<file path="src/sv/bdd_pkg.sv">
// shared types and constants for the bit-packed delta decompressor
`default_nettype none

package bdd_pkg;

  localparam int MAX_CODE_WIDTH_DEF = 24;
  localparam int WORD_BYTES = 4;
  localparam int BYTE_W = 8;
  localparam int WORD_BITS = WORD_BYTES * BYTE_W;
  localparam int ADDR_W = 4;
  localparam logic [31:0] SIGN_BIT = 32'h0080_0000;

  localparam logic [4:0] CODE_WIDTH_RST = 5'd8;
  localparam logic [4:0] SHIFT_RST = 5'd0;
  localparam logic [31:0] GAIN_RST = 32'h1000_0000;

  typedef enum logic [1:0] {
    ST_OK         = 2'd0,
    ST_BAD_WIDTH  = 2'd1,
    ST_BAD_SHIFT  = 2'd2,
    ST_ZERO_LIMIT = 2'd3
  } status_t;

  typedef enum logic [1:0] {
    REG_CODE_WIDTH = 2'd0,
    REG_SHIFT      = 2'd1,
    REG_GAIN       = 2'd2
  } reg_idx_t;

  typedef struct packed {
    logic [4:0]         code_width;
    logic [4:0]         shift_amount;
    logic signed [31:0] gain;
  } cfg_t;

  // controller to datapath
  typedef struct packed {
    logic accept;
    logic step;
  } dp_cmd_t;

  // datapath to controller
  typedef struct packed {
    logic word_go;
    logic step_ok;
    logic scan_end;
    logic pend_free;
  } dp_stat_t;

endpackage

`default_nettype wire

</file>
<file path="src/sv/bdd_if.sv">
// request channel interfaces for input items and result items
`default_nettype none

interface bdd_in_if;
  logic        valid;
  logic        ready;
  logic        op;
  logic [23:0] initial_value;
  logic [23:0] sample_limit;
  logic [31:0] data_word;
  logic [2:0]  valid_bytes;

  modport source (output valid, op, initial_value, sample_limit, data_word, valid_bytes,
                  input ready);
  modport sink (input valid, op, initial_value, sample_limit, data_word, valid_bytes,
                output ready);
endinterface

interface bdd_out_if;
  logic               valid;
  logic               ready;
  logic [1:0]         status;
  logic signed [31:0] raw_sample;
  logic signed [63:0] scaled_sample;
  logic               last;

  modport source (output valid, status, raw_sample, scaled_sample, last, input ready);
  modport sink (input valid, status, raw_sample, scaled_sample, last, output ready);
endinterface

`default_nettype wire

</file>
<file path="src/sv/bdd_ctrl.sv">
// controller state machine: item acceptance and bit scan sequencing
`default_nettype none

module bdd_ctrl (
  input  logic              clk,
  input  logic              rst,
  input  logic              in_valid,
  output logic              in_ready,
  input  bdd_pkg::dp_stat_t stat,
  output bdd_pkg::dp_cmd_t  cmd
);
  import bdd_pkg::*;

  typedef enum logic {
    S_IDLE,
    S_SCAN
  } state_t;

  state_t state;

  assign in_ready   = (state == S_IDLE) && stat.pend_free;
  assign cmd.accept = in_valid && in_ready;
  assign cmd.step   = (state == S_SCAN) && stat.step_ok;

  always_ff @(posedge clk) begin
    if (rst) begin
      state <= S_IDLE;
    end else begin
      unique case (state)
        S_IDLE: begin
          if (cmd.accept && stat.word_go) state <= S_SCAN;
        end
        S_SCAN: begin
          if (cmd.step && stat.scan_end) state <= S_IDLE;
        end
        default: state <= S_IDLE;
      endcase
    end
  end

endmodule

`default_nettype wire

</file>
<file path="src/sv/bdd_dp.sv">
// datapath: frame state, bit scan, accumulator, result stage and gain multiply
`default_nettype none

module bdd_dp #(
  parameter int MAX_CODE_WIDTH = bdd_pkg::MAX_CODE_WIDTH_DEF
) (
  input  logic              clk,
  input  logic              rst,
  input  bdd_pkg::cfg_t     cfg,
  input  bdd_pkg::dp_cmd_t  cmd,
  output bdd_pkg::dp_stat_t stat,
  input  logic              op,
  input  logic [23:0]       initial_value,
  input  logic [23:0]       sample_limit,
  input  logic [31:0]       data_word,
  input  logic [2:0]        valid_bytes,
  bdd_out_if.source         out_ch
);
  import bdd_pkg::*;

  localparam int BC_W  = $clog2(MAX_CODE_WIDTH + 1);
  localparam int BIT_W = $clog2(WORD_BITS);

  // frame state
  logic [31:0]               acc;
  logic [MAX_CODE_WIDTH-1:0] pm;
  logic [BC_W-1:0]           bc;
  logic                      sgn;
  logic [23:0]               sl;
  logic                      fa;

  // scan state
  logic [WORD_BITS-1:0] scan_sr;
  logic [BIT_W-1:0]     bit_idx;
  logic                 tail;

  // pending result, then output register
  logic        pend_valid;
  status_t     pend_status;
  logic [31:0] pend_raw;
  logic        pend_last;

  logic               out_valid;
  status_t            out_status;
  logic signed [31:0] out_raw;
  logic signed [63:0] out_scaled;
  logic               out_last;

  // checks and start value
  logic        cw_bad, sh_bad, lim_zero;
  logic [31:0] start_sh, start_v;
  logic [23:0] lim_m1;
  status_t     start_status;

  // word assembly
  logic                 nb_zero, tail_in;
  logic [WORD_BITS-1:0] asm_sr;

  // bit step
  logic                      b, is_sign, sgn_step, emit, fin;
  logic [MAX_CODE_WIDTH-1:0] pm_or;
  logic [5:0]                bc_inc;
  logic [31:0]               delta, acc_step;
  logic [23:0]               sl_dec;

  // handshake between pending and output
  logic out_free, pend_move, start_acc, data_acc, pend_load_step;

  // multiply
  logic [31:0]        eff;
  logic signed [63:0] prod;

  assign cw_bad   = (cfg.code_width == 5'd0) ||
                    ({1'b0, cfg.code_width} > 6'(MAX_CODE_WIDTH));
  assign sh_bad   = ({1'b0, cfg.code_width} + {1'b0, cfg.shift_amount}) > 6'(MAX_CODE_WIDTH);
  assign lim_zero = (sample_limit == 24'd0);
  assign lim_m1   = sample_limit - 24'd1;

  always_comb begin
    priority if (cw_bad)   start_status = ST_BAD_WIDTH;
    else if (sh_bad)       start_status = ST_BAD_SHIFT;
    else if (lim_zero)     start_status = ST_ZERO_LIMIT;
    else                   start_status = ST_OK;
  end

  // bit 23 of the shifted value is a sign flag over the magnitude below it
  assign start_sh = {8'd0, initial_value} << cfg.shift_amount;
  assign start_v  = (start_sh & SIGN_BIT) != 32'd0 ? 32'd0 - (start_sh & ~SIGN_BIT) : start_sh;

  // full words scan lane 3 first, tail words lane 0 first; lsb first per lane and in scan_sr
  assign nb_zero = (valid_bytes == 3'd0);
  assign tail_in = (valid_bytes < 3'(WORD_BYTES));
  always_comb begin
    if (tail_in) begin
      asm_sr = {8'd0,
                (valid_bytes > 3'd2) ? data_word[23:16] : 8'd0,
                (valid_bytes > 3'd1) ? data_word[15:8]  : 8'd0,
                data_word[7:0]};
    end else begin
      asm_sr = {data_word[7:0], data_word[15:8], data_word[23:16], data_word[31:24]};
    end
  end

  assign b        = scan_sr[0];
  assign is_sign  = (6'(bc) == ({1'b0, cfg.code_width} - 6'd1));
  assign pm_or    = is_sign ? pm : (pm | ({{(MAX_CODE_WIDTH-1){1'b0}}, b} << bc));
  assign sgn_step = is_sign ? b : sgn;
  assign bc_inc   = 6'(bc) + 6'd1;
  assign emit     = (bc_inc >= {1'b0, cfg.code_width});
  assign delta    = 32'(pm_or) << cfg.shift_amount;
  assign acc_step = sgn_step ? acc - delta : acc + delta;
  assign sl_dec   = sl - 24'd1;
  assign fin      = emit && (sl_dec == 24'd0);

  assign out_free       = !out_valid || out_ch.ready;
  assign pend_move      = pend_valid && out_free;
  assign start_acc      = cmd.accept && !op;
  assign data_acc       = cmd.accept && op;
  assign pend_load_step = cmd.step && emit;

  assign stat.word_go   = op && fa && !nb_zero && !cw_bad;
  assign stat.step_ok   = !pend_valid || pend_move;
  assign stat.scan_end  = (bit_idx == BIT_W'(WORD_BITS - 1)) || fin;
  assign stat.pend_free = !pend_valid;

  assign eff  = (pend_raw == 32'd0) ? 32'd1 : pend_raw;
  assign prod = $signed(eff) * cfg.gain;

  always_ff @(posedge clk) begin
    if (rst) begin
      acc        <= '0;
      pm         <= '0;
      bc         <= '0;
      sgn        <= 1'b0;
      sl         <= '0;
      fa         <= 1'b0;
      pend_valid <= 1'b0;
      out_valid  <= 1'b0;
    end else begin
      if (start_acc) begin
        pm          <= '0;
        bc          <= '0;
        sgn         <= 1'b0;
        pend_status <= start_status;
        pend_last   <= (start_status != ST_OK) || (lim_m1 == 24'd0);
        if (start_status == ST_OK) begin
          acc      <= start_v;
          sl       <= lim_m1;
          fa       <= (lim_m1 != 24'd0);
          pend_raw <= start_v;
        end else begin
          sl       <= '0;
          fa       <= 1'b0;
          pend_raw <= '0;
        end
      end else if (data_acc) begin
        if (fa && nb_zero) fa <= 1'b0;
        scan_sr <= asm_sr;
        bit_idx <= '0;
        tail    <= tail_in;
      end else if (cmd.step) begin
        scan_sr <= scan_sr >> 1;
        bit_idx <= bit_idx + BIT_W'(1);
        sgn     <= sgn_step;
        if (emit) begin
          acc         <= acc_step;
          sl          <= sl_dec;
          pm          <= '0;
          bc          <= '0;
          pend_status <= ST_OK;
          pend_raw    <= acc_step;
          pend_last   <= fin;
        end else begin
          pm <= pm_or;
          bc <= BC_W'(bc_inc);
        end
        if (stat.scan_end && (tail || fin)) fa <= 1'b0;
      end

      pend_valid <= start_acc || pend_load_step || (pend_valid && !pend_move);

      if (pend_move) begin
        out_valid  <= 1'b1;
        out_status <= pend_status;
        out_raw    <= $signed(pend_raw);
        out_scaled <= (pend_status == ST_OK) ? prod : 64'sd0;
        out_last   <= pend_last;
      end else if (out_ch.ready) begin
        out_valid <= 1'b0;
      end
    end
  end

  assign out_ch.valid         = out_valid;
  assign out_ch.status        = out_status;
  assign out_ch.raw_sample    = out_raw;
  assign out_ch.scaled_sample = out_scaled;
  assign out_ch.last          = out_last;

endmodule

`default_nettype wire

</file>
<file path="src/sv/bitpacked_delta_decompressor.sv">
// a start result and each sample pass through the pending result register, then the output register
// a data word is accepted in idle and then scanned bit by bit; the scan ends early when the limit
//   ends the frame mid-word; a new item is taken only in idle while the result slot is free
// the bit scan and the single result slot before the output register set the item rate;
//   a stalled output holds the scan until the slot frees
// reset clears all frame state, the result valid flags and the registers to their defaults
`default_nettype none

module bitpacked_delta_decompressor #(
  parameter int MAX_CODE_WIDTH = bdd_pkg::MAX_CODE_WIDTH_DEF
) (
  input  logic                       clk,
  input  logic                       rst,
  bdd_in_if.sink                     in_ch,
  bdd_out_if.source                  out_ch,
  input  logic                       psel,
  input  logic                       penable,
  input  logic                       pwrite,
  input  logic [bdd_pkg::ADDR_W-1:0] paddr,
  input  logic [31:0]                pwdata,
  output logic [31:0]                prdata,
  output logic                       pready
);
  import bdd_pkg::*;

  // configuration registers
  cfg_t     cfg;
  reg_idx_t reg_sel;
  logic     cfg_wr;

  // controller / datapath link
  dp_cmd_t  cmd;
  dp_stat_t stat;

  assign pready  = 1'b1;
  assign reg_sel = reg_idx_t'(paddr[3:2]);
  assign cfg_wr  = psel && penable && pwrite && pready;

  // register writes; writes to unmapped addresses are dropped
  always_ff @(posedge clk) begin
    if (rst) begin
      cfg.code_width   <= CODE_WIDTH_RST;
      cfg.shift_amount <= SHIFT_RST;
      cfg.gain         <= $signed(GAIN_RST);
    end else if (cfg_wr) begin
      unique case (reg_sel)
        REG_CODE_WIDTH: cfg.code_width   <= pwdata[4:0];
        REG_SHIFT:      cfg.shift_amount <= pwdata[4:0];
        REG_GAIN:       cfg.gain         <= $signed(pwdata);
        default: ;
      endcase
    end
  end

  // register read back
  always_comb begin
    unique case (reg_sel)
      REG_CODE_WIDTH: prdata = {27'd0, cfg.code_width};
      REG_SHIFT:      prdata = {27'd0, cfg.shift_amount};
      REG_GAIN:       prdata = cfg.gain;
      default:        prdata = 32'd0;
    endcase
  end

  // sequencing: idle takes requests, scan walks one word bit by bit
  bdd_ctrl u_ctrl (
    .clk      (clk),
    .rst      (rst),
    .in_valid (in_ch.valid),
    .in_ready (in_ch.ready),
    .stat     (stat),
    .cmd      (cmd)
  );

  // frame state, code assembly, accumulator, gain multiply and result registers
  bdd_dp #(
    .MAX_CODE_WIDTH (MAX_CODE_WIDTH)
  ) u_dp (
    .clk           (clk),
    .rst           (rst),
    .cfg           (cfg),
    .cmd           (cmd),
    .stat          (stat),
    .op            (in_ch.op),
    .initial_value (in_ch.initial_value),
    .sample_limit  (in_ch.sample_limit),
    .data_word     (in_ch.data_word),
    .valid_bytes   (in_ch.valid_bytes),
    .out_ch        (out_ch)
  );

endmodule

`default_nettype wire

</file>
<file path="src/flat_wrapper.sv">
// flat-port wrapper written by rule: the top's interface ports become plain ports
module bitpacked_delta_decompressor_flat import bdd_pkg::*;
#(
  parameter int MAX_CODE_WIDTH = bdd_pkg::MAX_CODE_WIDTH_DEF
)
  (clk, rst, psel, penable, pwrite, paddr, pwdata, prdata, pready, in_ch_valid, in_ch_op, in_ch_initial_value, in_ch_sample_limit, in_ch_data_word, in_ch_valid_bytes, in_ch_ready, out_ch_valid, out_ch_status, out_ch_raw_sample, out_ch_scaled_sample, out_ch_last, out_ch_ready);
  bdd_in_if in_ch_i ();
  bdd_out_if out_ch_i ();
  input  logic clk;
  input  logic rst;
  input  logic psel;
  input  logic penable;
  input  logic pwrite;
  input  logic [bdd_pkg::ADDR_W-1:0] paddr;
  input  logic [31:0] pwdata;
  output logic [31:0] prdata;
  output logic pready;
  input wire logic [$bits(in_ch_i.valid)-1:0] in_ch_valid;
  input wire logic [$bits(in_ch_i.op)-1:0] in_ch_op;
  input wire logic [$bits(in_ch_i.initial_value)-1:0] in_ch_initial_value;
  input wire logic [$bits(in_ch_i.sample_limit)-1:0] in_ch_sample_limit;
  input wire logic [$bits(in_ch_i.data_word)-1:0] in_ch_data_word;
  input wire logic [$bits(in_ch_i.valid_bytes)-1:0] in_ch_valid_bytes;
  output wire logic [$bits(in_ch_i.ready)-1:0] in_ch_ready;
  output wire logic [$bits(out_ch_i.valid)-1:0] out_ch_valid;
  output wire logic [$bits(out_ch_i.status)-1:0] out_ch_status;
  output wire logic [$bits(out_ch_i.raw_sample)-1:0] out_ch_raw_sample;
  output wire logic [$bits(out_ch_i.scaled_sample)-1:0] out_ch_scaled_sample;
  output wire logic [$bits(out_ch_i.last)-1:0] out_ch_last;
  input wire logic [$bits(out_ch_i.ready)-1:0] out_ch_ready;
  assign in_ch_i.valid = in_ch_valid;
  assign in_ch_i.op = in_ch_op;
  assign in_ch_i.initial_value = in_ch_initial_value;
  assign in_ch_i.sample_limit = in_ch_sample_limit;
  assign in_ch_i.data_word = in_ch_data_word;
  assign in_ch_i.valid_bytes = in_ch_valid_bytes;
  assign in_ch_ready = in_ch_i.ready;
  assign out_ch_valid = out_ch_i.valid;
  assign out_ch_status = out_ch_i.status;
  assign out_ch_raw_sample = out_ch_i.raw_sample;
  assign out_ch_scaled_sample = out_ch_i.scaled_sample;
  assign out_ch_last = out_ch_i.last;
  assign out_ch_i.ready = out_ch_ready;
  bitpacked_delta_decompressor #(.MAX_CODE_WIDTH(MAX_CODE_WIDTH)) u_core (.clk(clk), .rst(rst), .in_ch(in_ch_i), .out_ch(out_ch_i), .psel(psel), .penable(penable), .pwrite(pwrite), .paddr(paddr), .pwdata(pwdata), .prdata(prdata), .pready(pready));
endmodule
</file>
<file path="config.mk">
export PLATFORM = sky130hd
export DESIGN_NAME = bitpacked_delta_decompressor_flat
export DESIGN_NICKNAME = d
export VERILOG_FILES = /design/src/sv/bdd_pkg.sv /design/src/sv/bdd_if.sv /design/src/sv/bdd_ctrl.sv /design/src/sv/bdd_dp.sv /design/src/sv/bitpacked_delta_decompressor.sv /design/src/flat_wrapper.sv
export SDC_FILE = /design/constraint.sdc
export NUM_CORES = 2
export LEC_CHECK = 0
export BUFFER_PORTS_ARGS = -buffer_cell sky130_fd_sc_hd__buf_2
export CAP_MARGIN = 20
export CORE_UTILIZATION = 60
export CTS_CLUSTER_SIZE = 8
export DETAILED_ROUTE_END_ITERATION = 6
export PLACE_DENSITY = 0.76
export SLEW_MARGIN = 20
export SYNTH_ARGS = -nofsm -noshare
export SYNTH_HDL_FRONTEND = slang
export SYNTH_SLANG_ARGS = --single-unit
</file>
<file path="constraint.sdc">
create_clock -name clk -period 11.85 [get_ports clk]
set_input_delay 0 -clock clk [delete_from_list [all_inputs] [get_ports clk]]
set_output_delay 0 -clock clk [all_outputs]
set_load 0.02 [all_outputs]
</file>
==> impl_metrics.toml <==
[detailed_routing]
viasPerCell = 5.96
met1Wirelength_um = 63700
route.vias.total = 45000
firstDrtPassIters = 7
detail_route.iter0.violations = 4050
drc = 0
wl_per_cell_um = 21.8
wl_met2_um = 76000
wl_um = 164000
top_layer_used = "met4"
wl_met3_um = 16700
ant_nets = 0

[clock_network]
root_buffer = "clkbuf_16"
htree_levels = 2
cts_hold_buf = 118
clk_pin_slew_ns = 0.06
clockBufferDepth = 3
cts_resized = 0
post-cts-setup-buffer-count = 0
clock_sinks = 304
clk-insertion-delay-late_ns = 0.64
cts_tree = "yes"
cts_made_buffers = 45

[yosys]
synth.largest_area_cell = "fa_1"
seq_area_frac_synth_pct = 14.0
syn_area_um2 = 55800
avgSynthCellArea_um2 = 9.17
synthArstFlopShare_pct = 0
synthFlopType = "edfxtp_1"
synth_common_cells = "1085 x fa_1, 996 x inv_1, 802 x nand2_1"
synthDistinctLibCells = 95
synth_edf_count = 172
syn_inst = 6083
synth-seq-cells = 304
yosysTopAreaCellShare_pct = 39.0
synth.area.top_cells = "fa_1 39%, edfxtp_1 9.3%, inv_1 6.7%"
ys_warn_count = 0
synth.most_common_cell = "fa_1"
syn-num-nets = 7531

[timing]
final.setup.worst_slack_ns = 1.83
worst_slew_pin_slew_ns = 1.10
relSlewSlack_pct = 26.3
slew_violations = 0
clock.fmax_mhz = 99.8
setup_viol = 0
finalHoldViolCount = 0
min_period_ns = 10.02
hold_slack_ns = 0.0340
finClkSkew_ns = 0.0171
post-route-period-util_pct = 84.6
rsz0062_at_grt = "false"
fin_tns_setup_ns = 0

[pwr]
peakVddDrop_v = 0.000133
leakage_nw = 28.7
pwr_density_cell_nw_per_um2 = 65.7
total_power_mw = 3.99

[setup_path]
crit_top_cell = "ha_1"
cp-start-kind = "flip-flop"
crit_fanout = 34
crit_arrival_ns = 10.37
worst_setup_path_end_kind = "flip-flop"
crit_type = "flip-flop to flip-flop"
required_ns = 12.20
crit_path_top_delay_cell = "o311ai_0"
slowest_delay_ns = 0.83

[status]
status = "finished, final reports clean"

[finish]
area_growth_pct = 8.87
drive_above_1_share_pct = 8.27
final_util_pct = 66.1
nets = 7715
fillers = 7326
stdcell_count = 7546
final_area_um2 = 60700

[grt]
antenna_found_initial = 5
first_global_vias = 47200
grt_pass1_wl_um = 261000
track_usage_pct = 36.1
overflow = 0
grt_max_degree = 73

[place]
dp_hpwl_um = 120000
gp_congestion = 0.991
dp.cells = 7343
io_buffers = 257
postPlaceCellArea_um2 = 58100
pre_cts_ws_ns = 1.88

[die]
rows = 111
num_io_pins = 261
initial_core_util_pct = 60.7
die_h_um = 307
dieArea_um2 = 94200
core-area_um2 = 91800
die_w_um = 307

[flow_run]
drv_cap = 0

[worst_hold_path]
holdCritPathClass = "primary input to flip-flop"
path summary, 6_finish.rpt:
path              slack (ns)                                from                                            endpoint  cells past startpoint
setup / recovery        1.83  u_core.u_dp.pend_raw[27]$_DFFE_PP_  u_core.u_dp.out_ch.scaled_sample[60]$_SDFFCE_PP0P_                     31
hold / removal          0.03                             penable                         u_core.cfg[40]$_SDFFE_PP1P_                      4
setup reg to reg        1.83  u_core.u_dp.pend_raw[27]$_DFFE_PP_  u_core.u_dp.out_ch.scaled_sample[60]$_SDFFCE_PP0P_                     31
hold reg to reg         0.43     u_core.u_dp.pend_last$_DFFE_PP_                   u_core.u_dp.out_ch.last$_DFFE_PP_                      0
final cells by class:
type | count | area, um^2 | area share (%)
multi-input combinational | 4433 | 42900 | 70.7
clock buffer | 76 | 1260 | 2.08
timing repair buffer | 483 | 3310 | 5.46
antenna | 2 | 5.00 | 0.00824
sequential | 304 | 7820 | 12.9
inverter | 1000 | 3750 | 6.18
tap | 1243 | 1560 | 2.56
clock inverter | 5 | 78.8 | 0.130
flip-flops by register name, indices dropped and copies added, names as in the netlist, 2 cells and up:
signal,count
u_core.cfg,42
u_core.u_dp.bc,5
u_core.u_dp.out_ch.raw_sample,32
u_core.u_dp.scan_sr,32
u_core.u_dp.sl,24
u_core.u_dp.out_ch.scaled_sample,64
u_core.u_dp.pm,24
u_core.u_dp.pend_raw,32
u_core.u_dp.acc,32
u_core.u_dp.out_ch.status,2
u_core.u_dp.pend_status,2
u_core.u_dp.bit_idx,5
cells by family (layout without fill, tap and decap cells):
group | count (synthesis) | in the layout | share of synthesized area, %
mux | 118 | 118 | 3.01
buf+inv | 1346 | 1564 | 9.15
fa+ha+maj | 1321 | 1321 | 44.2
simple gates | 2060 | 2060 | 17.8
other cells | 1 | 3 | 0.00672
compound gates | 737 | 737 | 8.69
flops | 304 | 304 | 14.0
xor+xnor | 196 | 196 | 3.08
worst max-delay path: cells and delay by family, from the launching register on:
family / cells / cell delay (ns)
simple gates: 7 / 1.94
buf+inv: 5 / 0.92
fa+ha+maj: 9 / 3.15
flops: 1 / 0.35
compound gates: 10 / 3.35
layer usage:
metal,track usage (%),vias up
li1,-,19500
met1,47.6,22600
met2,58.0,2417
met3,7.48,481
met4,16.0,0
met5,0,-
power breakdown:
part	internal (mW)	total, mW	switching [mW]
clock	0.724	1.26	0.533
combinational	0.597	1.54	0.941
sequential	1.17	1.20	0.0276
total	2.49	3.99	1.50
placed cells by master, fill, tap and decap left out, drive strengths merged, types with 30 or more instances in the layout:
master          n
nor2          351
mux4           38
ha            236
and2          554
nand2         802
a31oi          45
dfxtp         132
a21oi         234
clkbuf         76
nor2b          54
o21ai         128
nor3           67
mux2i          66
edfxtp        172
xor2           85
inv           998
nand3          64
dlygate4sd3   118
fa           1085
xnor2         111
a21o           51
buf           365
a311oi         30
No activity file was read; power rests on OpenSTA's default activity.
